[config.mk]
export PLATFORM = sky130hd
export DESIGN_NAME = kct_ctrl
export DESIGN_NICKNAME = d
export VERILOG_FILES = /design/src/kct_pkg.sv /design/src/kct_ctrl.sv
export SDC_FILE = /design/constraint.sdc
export NUM_CORES = 1
export LEC_CHECK = 0
export BUFFER_PORTS_ARGS = -buffer_cell sky130_fd_sc_hd__buf_2
export CAP_MARGIN = 20
export CORE_AREA = 5 5 42 44
export CTS_CLUSTER_SIZE = 28
export DETAILED_ROUTE_END_ITERATION = 7
export DIE_AREA = 0 0 47 49
export PLACE_DENSITY_LB_ADDON = 0.12
export SLEW_MARGIN = 20
export SYNTH_ARGS = -nofsm -noshare
export SYNTH_HDL_FRONTEND = slang
export SYNTH_SLANG_ARGS = --single-unit
[constraint.sdc]
create_clock -name i_clk -period 1.25 [get_ports i_clk]
set_input_delay 0.1875 -clock i_clk [delete_from_list [all_inputs] [get_ports i_clk]]
set_output_delay 0.1875 -clock i_clk [all_outputs]
set_load 0.1 [all_outputs]
[src/kct_pkg.sv]
// Shared types, constants and helpers of the 4-mer count table block.
package kct_pkg;

    localparam int BIN_COUNT = 256;
    localparam int BIN_W     = 8;
    localparam int IDX_W     = $clog2(BIN_COUNT);
    localparam int CNT_W     = 16;
    localparam int SHARED_W  = 17;
    localparam int SYM_W     = 8;
    localparam int CODE_W    = 2;
    localparam int HIST_W    = 3 * CODE_W;

    localparam logic [BIN_W-1:0] BIN_MAX = 8'd255;
    localparam logic [CNT_W-1:0] CNT_MAX = 16'hFFFF;

    localparam logic [1:0] OP_START = 2'd0;
    localparam logic [1:0] OP_ADD   = 2'd1;
    localparam logic [1:0] OP_END   = 2'd2;
    localparam logic [1:0] OP_CMP   = 2'd3;

    localparam logic KIND_END = 1'b0;
    localparam logic KIND_CMP = 1'b1;

    // Commands from the controller to the datapath.
    typedef struct packed {
        logic start;
        logic add;
        logic end_rep;
        logic cmp_start;
        logic clr;
        logic clr_both;
        logic add_wr;
        logic cmp_rd;
        logic out_cmp;
    } t_dp_cmd;

    // Status from the datapath to the controller.
    typedef struct packed {
        logic word_hit;
        logic cnt_last;
        logic out_valid;
    } t_dp_stat;

    function automatic logic [CNT_W-1:0] sat_inc16(input logic [CNT_W-1:0] v);
        return (v == CNT_MAX) ? CNT_MAX : v + 16'd1;
    endfunction

endpackage

[src/kct_ctrl.sv]
// Controller state machine: handshake, clearing sweeps, add and compare sequencing.
module kct_ctrl (
    input  logic               i_clk,
    input  logic               i_rst_n,
    input  logic               i_in_valid,
    output logic               o_in_ready,
    input  logic [1:0]         i_opcode,
    input  logic               i_out_ready,
    input  kct_pkg::t_dp_stat  i_stat,
    output kct_pkg::t_dp_cmd   o_cmd
);
    import kct_pkg::*;

    typedef enum logic [2:0] {
        S_INIT,
        S_IDLE,
        S_CLR,
        S_ADD_RD,
        S_ADD_WR,
        S_CMP,
        S_CMP_TAIL,
        S_CMP_OUT
    } t_state;

    t_state r_state;
    t_state n_state;
    logic   w_out_free;
    logic   w_accept;

    assign w_out_free = !i_stat.out_valid || i_out_ready;
    // An end word loads the output register at once, so it waits for a free slot.
    assign o_in_ready = (r_state == S_IDLE) && ((i_opcode != OP_END) || w_out_free);
    assign w_accept   = i_in_valid && o_in_ready;

    always_comb begin
        o_cmd           = '0;
        o_cmd.start     = w_accept && (i_opcode == OP_START);
        o_cmd.add       = w_accept && (i_opcode == OP_ADD);
        o_cmd.end_rep   = w_accept && (i_opcode == OP_END);
        o_cmd.cmp_start = w_accept && (i_opcode == OP_CMP);
        o_cmd.clr       = (r_state == S_INIT) || (r_state == S_CLR);
        o_cmd.clr_both  = (r_state == S_INIT);
        o_cmd.add_wr    = (r_state == S_ADD_WR);
        o_cmd.cmp_rd    = (r_state == S_CMP);
        o_cmd.out_cmp   = (r_state == S_CMP_OUT) && w_out_free;
    end

    always_comb begin
        n_state = r_state;
        unique case (r_state)
            S_INIT, S_CLR: begin
                if (i_stat.cnt_last) begin
                    n_state = S_IDLE;
                end
            end
            S_IDLE: begin
                if (w_accept) begin
                    unique case (i_opcode)
                        OP_START: n_state = S_CLR;
                        OP_ADD:   n_state = i_stat.word_hit ? S_ADD_RD : S_IDLE;
                        OP_END:   n_state = S_IDLE;
                        OP_CMP:   n_state = S_CMP;
                        default:  n_state = S_IDLE;
                    endcase
                end
            end
            S_ADD_RD:   n_state = S_ADD_WR;
            S_ADD_WR:   n_state = S_IDLE;
            S_CMP: begin
                if (i_stat.cnt_last) begin
                    n_state = S_CMP_TAIL;
                end
            end
            S_CMP_TAIL: n_state = S_CMP_OUT;
            S_CMP_OUT: begin
                if (w_out_free) begin
                    n_state = S_IDLE;
                end
            end
            default:    n_state = S_INIT;
        endcase
    end

    always_ff @(posedge i_clk) begin
        if (!i_rst_n) begin
            r_state <= S_INIT;
        end else begin
            r_state <= n_state;
        end
    end

    a_wr_after_rd: assert property (@(posedge i_clk) disable iff (!i_rst_n)
        (r_state == S_ADD_WR) |-> ($past(r_state) == S_ADD_RD))
        else $error("bin write without a preceding bin read");

    a_clr_done: assert property (@(posedge i_clk) disable iff (!i_rst_n)
        ((r_state == S_CLR) && i_stat.cnt_last) |=> (r_state == S_IDLE))
        else $error("clear sweep did not return to idle");

endmodule

# After elaboration in Yosys (flattened, before gate mapping)
# Cells that the tools add are included.
# classes
n_eq_ne,15
muxes,7
n_reduce_logical,15
# op_table
cell,count
one-hot mux 3 bit (7 select lines),1
equality test 3 bit (second input constant),4
two-way mux 3 bit,4
one-hot mux 3 bit (4 select lines),1
!= test 2 bit (second input constant),5
logical AND 1 bit,7
equality test 3 x 2 -> 1 bit (second input constant),2
equality test 2 bit (second input constant),2
AND reduction 4 bit,1
equality test 3 x 1 -> 1 bit (second input constant),1
zero test 3 bit,1
logical OR 1 bit,3
equality test 2 x 1 -> 1 bit (second input constant),1
zero test 2 bit,1
two-way mux 2 bit,1
OR reduction 2 bit,1
zero test 1 bit,1
# totals
regBits,3
input_bits,9
word_cells,38

# Depth between registers and ports, before layout
# Gate-level depths: netlist of run 1.
# logic_depth
word_depth,7
ltp_mapped,5
depth_no_buf,4

# Worst setup path before layout of run 1
# Ideal clock, no wire load.
# synth_path
path_kind,flip-flop to output port
start,register r_state[2]
end,output port o_cmd[5] (netlist bit)
slack_ps,-1742
stages_incl_launch_ff,5
required_ps,1062
t_arrival_ps,2804
path_buffers,1
path_cell_list,dfxtp_1 buf_2 nor3b_2 nand2_1 nor3_1
# synth_rtl
element,line,rtl
"start, declared",kct_ctrl.sv:25,t_state r_state;
"start signal, assigned",kct_ctrl.sv:88,r_state <= n_state;
"end, declared",kct_ctrl.sv:10,output kct_pkg::t_dp_cmd o_cmd

==> results of run 1 <==
power by group through the flow:
| stage | Sequential, µW | Combinational (µW) | Clock [µW] |
|---|---|---|---|
| 3_5_place_dp | 106 | 298 | 0 |
| 5_1_grt | 106 | 355 | 197 |
| 4_1_cts | 104 | 317 | 178 |
| 2_1_floorplan | 106 | 186 | 0 |
| 3_3_place_gp | 105 | 298 | 0 |
| 6_report | 105 | 338 | 188 |
worst reg2reg max path, stage by stage (launching register included):
cell      delay (ns)
dfxtp_2         0.36
buf_4           0.16
nor2_1          0.05
o211ai_2        0.18
nand3_2         0.12
o311a_1         0.35
synthesized netlist by cell type:
cell type	instances	area [µm²]
inv_1	7	26.3
nor3_1	6	30.0
nand2_1	5	18.8
dfxtp_1	3	60.1
a21oi_1	2	10.0
buf_2	2	10.0
nor2_1	2	7.51
nor2b_1	2	12.5
o21ai_1	2	10.0
a2111oi_2	1	15.0
a211oi_1	1	7.51
and3b_1	1	8.76
buf_4	1	7.51
mux2i_1	1	10.0
nand3_1	1	5.00
nand3_2	1	10.0
nor3b_2	1	12.5
nor4bb_1	1	10.0
o2111ai_1	1	8.76
o211ai_2	1	12.5
o22ai_1	1	6.26
o311a_1	1	10.0
o32ai_1	1	8.76
or3_1	1	6.26
or3b_1	1	8.76
xnor2_1	1	8.76
metal layers:
layer	share of wire, %	track usage [%]	vias up	wire [µm]
met5	0	0	-	0
met2	50	16.3	13	611
met3	6.0	2.95	4	73
met1	41	13.7	214	496
li1	-	-	243	-
met4	3.0	8.29	0	36
cell usage in the layout, fill, tap and decap left out, types with 2 or more instances in the layout:
| master | instances |
|---|---|
| buf_4 | 12 |
| buf_12 | 10 |
| buf_2 | 8 |
| inv_1 | 6 |
| nor3_4 | 6 |
| buf_6 | 5 |
| nand2_1 | 4 |
| clkbuf_4 | 3 |
| dfxtp_2 | 3 |
| nand3_2 | 2 |
| o21ai_1 | 2 |
cells by family (layout without fill, tap and decap cells):
logic type | Yosys count | count (layout) | synth area share, %
simple gates | 22 | 22 | 38.1
compound gates | 11 | 11 | 26.0
buf+inv | 10 | 46 | 12.8
flops | 3 | 3 | 17.6
xor+xnor | 1 | 1 | 2.56
mux | 1 | 1 | 2.93
per-stage QoR:
step                      util (%)  hold WS (ns)  power, µW
after floorplan                  -         0.319        291
after global placement        55.4         0.471        403
after detailed placement      55.4         0.473        404
after CTS                     61.0         0.225        599
after global routing          64.3         0.217        657
final                         64.3         0.208        631
path summary, 6_finish.rpt:
kind / from / end / depth (start not counted)
setup / recovery: r_state[1] / o_cmd[5] / 5
hold reg to reg: r_state[0] / r_state[0] / 3
hold / removal: i_rst_n / r_state[0] / 2
setup reg to reg: r_state[1] / r_state[0] / 5
final cells by class:
type	instances	area, µm²	share of cell area, %
well taps	16	20.0	2.22
inverters	7	30.0	3.33
repair buffers	35	387	42.9
clock buffers	4	26.3	2.92
flip-flops and latches	3	63.8	7.08
multi-input cells	35	374	41.5
repair_timing:
action                     4_1_cts  5_1_grt
setup endpoints to repair       12       13
pin swaps                        4        1
buffers inserted                 2        3
resized for setup                9        6
hold buffers                     0        0
==> flow_summary_export.csv, run 1 <==
group,metric,value,unit
outcome,status,"complete, but fails checks",
outcome,violations,"setup timing",
floorplan,dieArea,2300,µm²
timing,tns,-2.70,ns
run,drv_cap,0,
power,power_switching,267,µW
cells_and_area,largest_register_ffs,3,
setup_path,crit_chain,"nor3b_4 > nand2_4 > buf_6 > nor3_4 > buf_12",
logic_synthesis,avgSynthCellArea,7.12,µm²
setup_path,critPathBufInv,2,
logic_synthesis,yosysUniqueCellTypes,26,
cells_and_area,fillers,118,
timing,finalCritPeriodShare,125,%
timing,setup_violations,13,
timing,worst_slack,-0.317,ns
cells_and_area,num_antenna_cells,0,
cts,cts_root_buf,"clkbuf_4",
cts,cts_tree,"yes",
setup_path,cp-start-kind,"flip-flop",
cts,clock_path_buffers,2,
route,finalWirelength,1220,µm
logic_synthesis,synth-seq-cells,3,
timing,rsz0062_at_grt,"yes",
setup_path,cp.required,1.06,ns
floorplan,die_x,47,µm
floorplan,die_y,49,µm
route,drc,0,
power,powerDensity,700,nW/µm²
timing,worstMarginPinSlew,0.359,ns
setup_path,r2r_slack,-0.10,ns
cts,clk_latency,0.25,ns
cts,cts-buffers-inserted,3,
placed_design,placement.io_buffers,18,
logic_synthesis,synth_nets,57,
placed_design,placed_cell_area,777,µm²
route,vias_per_cell,4.74,
cells_and_area,fin_nets,94,
setup_path,cp_max_fo,4,
floorplan,io_pins,19,
setup_path,slowest_stage,"dfxtp_2",
timing,slew_violations,0,
placed_design,dp_hpwl,929,µm
route,vias,474,
floorplan,start_util,24.4,%
logic_synthesis,synth_cells,48,
timing,fmax,638,MHz
logic_synthesis,yosys_warnings,0,
cells_and_area,reg_top3,"r_state: 3 flops",
placed_design,dp.cells,91,
placed_design,place_congestion,0.726,
cells_and_area,area_growth,164,%
cts,cts_sinks,3,
setup_path,cp-end-kind,"primary output",
power,power_frac_comb,53.6,%
route,drt_iter0_drc,1,
route,postRouteAntennaNets,0,
worst_hold_path,hold_path.class,"in2reg",
power,vdd_drop_max,608,µV
logic_synthesis,syn_area,342,µm²
floorplan,num_rows,14,
setup_path,arrival,1.38,ns
route,wl_per_cell,12.2,µm
cts,htree_levels,1,
global_route,antenna_found_initial,0,
global_route,grt_start_max_net_pins,12,
placed_design,dpl_worst_slack,-0.159,ns
timing,hold_violations,0,
power,leakage,0.000384,µW
power,clkPwrFrac,29.8,%
cells_and_area,final_layout_size_suffix_gt1_share,70.2,%
route,dr.pass1.iters,2,
timing,min_period,1.57,ns
timing,clock_skew,0.00459,ns
logic_synthesis,yosysSeqAreaShare,17.6,%
cells_and_area,postLayoutCellArea,901,µm²
power,p_seq_share,16.7,%
setup_path,cp_top_family,"simple AND/OR/NAND/NOR gates",
timing,slew_headroom,75.7,%
global_route,grt_pass1_vias,455,
floorplan,design.core.area,1400,µm²
power,p_int,364,µW
global_route,grt_pass1_wl,1880,µm
cells_and_area,final_cells,100,
power,switching_share,42.3,%
global_route,grt_usage,11.3,%
global_route,grt_overflow,0,
setup_path,critPathKind,"reg2out",
cts,cts.reportedPaths.clkPinSlew,0.04,ns
cells_and_area,regMostFlops,"r_state",
setup_path,cpPeakStageDelay,0.34,ns
Note: power is estimated with default switching activity, not from simulation.
==> run 2, diff against run 1 <==
Settings changed: CTS_BUF_LIST set to sky130_fd_sc_hd__clkbuf_4, GPL_ROUTABILITY_DRIVEN set to 1, GPL_TIMING_DRIVEN set to 1.
==> flow_summary_export.csv, run 2 (same netlist as run 1, synthesis figures left out) <==
group,metric,value,unit
setup_path,critPathKind,"reg2out",
run,drv_cap,0,
route,highest_layer,"met4",
floorplan,start_util,24.4,%
placed_design,dp_hpwl,929,µm
power,vdd_drop_max,540,µV
timing,worst_slack,-0.313,ns
route,drt_iter0_drc,6,
setup_path,reg2reg_to,"r_state[0]",
cells_and_area,layout_common_cells,"13 x buf_4, 10 x buf_12, 8 x buf_2, 6 x inv_1, 6 x nor3_4",
cells_and_area,final_layout_size_suffix_gt1_share,71.8,%
power,p_seq_share,16.1,%
cells_and_area,fin_nets,95,
floorplan,dieArea,2300,µm²
cts,cts_tree,"yes",
route,wl_per_cell,12.2,µm
route,vias_per_cell,4.74,
cts,cts-buffers-inserted,3,
route,wl_met3,70,µm
outcome,violations,"setup timing",
setup_path,cp_top_family,"simple AND/OR/NAND/NOR gates",
worst_hold_path,hp-start,"i_rst_n",
cts,cts.reportedPaths.clkPinSlew,0.04,ns
floorplan,io_pins,19,
floorplan,num_rows,14,
timing,slew_violations,0,
timing,min_period,1.56,ns
global_route,grt_usage,11.1,%
placed_design,place_congestion,0.726,
setup_path,cp.required,1.06,ns
floorplan,design.core.area,1400,µm²
setup_path,cpPeakStageDelay,0.34,ns
route,finalWirelength,1240,µm
power,power_frac_comb,52.9,%
power,clkPwrFrac,31.0,%
cts,cts_hold_buf,0,
timing,fmax,640,MHz
route,postRouteAntennaNets,0,
setup_path,r2r_cells,5,
setup_path,r2r_start,"r_state[1]",
route,dr.pass1.iters,2,
cells_and_area,reg_top3,"r_state: 3 flops",
timing,tns,-2.64,ns
route,vias,479,
timing,hold_violations,0,
outcome,status,"complete, but fails checks",
cells_and_area,regMostFlops,"r_state",
worst_hold_path,hold_end,"r_state[0]",
cts,htree_levels,1,
cts,cts_root_buf,"clkbuf_4",
global_route,grt_overflow,0,
timing,finalCritPeriodShare,125,%
floorplan,die_x,47,µm
route,met2_length,643,µm
cts,clock_path_buffers,2,
power,power_switching,265,µW
global_route,grt_pass1_wl,1890,µm
timing,worstMarginPinSlew,0.367,ns
worst_hold_path,hold_depth,2,
timing,setup_violations,13,
route,drc,0,
setup_path,crit_chain,"nor3b_4 > nand2_4 > buf_6 > nor3_4 > buf_12",
power,leakage,0.000393,µW
power,p_int,391,µW
power,switching_share,40.4,%
cells_and_area,num_antenna_cells,0,
cells_and_area,fillers,118,
setup_path,slowest_stage,"dfxtp_2",
worst_hold_path,hold_path.class,"in2reg",
timing,slew_headroom,75.2,%
route,drt-met1-wl,514,µm
cells_and_area,final_common_cell,"buf_4",
global_route,antenna_found_initial,0,
timing,clock_skew,0.00724,ns
cells_and_area,area_growth,169,%
setup_path,arrival,1.38,ns
setup_path,cp-start-kind,"flip-flop",
cells_and_area,largest_register_ffs,3,
cells_and_area,utilization,65.6,%
floorplan,die_y,49,µm
global_route,grt_start_max_net_pins,12,
cts,clk_latency,0.24,ns
setup_path,critPathBufInv,2,
power,powerDensity,713,nW/µm²
setup_path,r2r_slack,-0.10,ns
cts,cts_sinks,3,
timing,rsz0062_at_grt,"yes",
setup_path,cp-end-kind,"primary output",
global_route,grt_pass1_vias,457,
placed_design,placement.io_buffers,18,
setup_path,cp_max_fo,4,
==> run 2: worst max path at each step <==
stage | start | endpoint | slack, ns | cells past startpoint
2_1_floorplan | r_state[2] | o_cmd[6] | -0.85 | 4
6_report | r_state[1] | o_cmd[5] | -0.31 | 5
3_5_place_dp | r_state[1] | o_cmd[6] | -0.16 | 4
5_1_grt | r_state[1] | o_cmd[8] | -0.38 | 5
3_3_place_gp | r_state[1] | o_cmd[6] | -0.14 | 4
4_1_cts | r_state[2] | o_cmd[5] | -0.31 | 5
==> run 2: what timing repair did <==
item                       CTS  global route
setup buffers                2             5
resized for setup            9             7
pin swaps                    4             4
setup endpoints to repair   12            13
==> run 2: power by group through the flow <==
| stage | Clock [µW] | Sequential [µW] | Combinational [µW] |
|---|---|---|---|
| after floorplan | 0 | 106 | 186 |
| after global placement | 0 | 105 | 298 |
| after detailed placement | 0 | 106 | 298 |
| after CTS | 200 | 104 | 317 |
| after global routing | 218 | 106 | 363 |
| final | 204 | 105 | 347 |
==> run 2: metrics by stage <==
step / area [µm²] / power, µW / hold slack, ns / setup slack, ns / std cells
after global placement: 777 / 403 / 0.471 / -0.142 / 91
after floorplan: 457 / 291 / 0.319 / -0.854 / 48
final: 920 / 656 / 0.213 / -0.313 / 101
after CTS: 858 / 621 / 0.225 / -0.315 / 97
after global routing: 920 / 686 / 0.220 / -0.381 / 101
after detailed placement: 777 / 404 / 0.473 / -0.159 / 91
==> run 2: area by class of cell <==
| type | instances | area [µm²] | area share [%] |
|---|---|---|---|
| clock buffers | 4 | 30.0 | 3.27 |
| inverters | 7 | 30.0 | 3.27 |
| multi-input cells | 35 | 382 | 41.5 |
| flip-flops and latches | 3 | 63.8 | 6.94 |
| well taps | 16 | 20.0 | 2.18 |
| repair buffers | 36 | 394 | 42.9 |
==> run 2: routing by layer <==
metal  track usage (%)  vias to the layer above
met5                 0                        -
met3              2.95                        2
met4              6.91                        0
li1                  -                      246
met1              13.7                      220
met2              16.5                       11
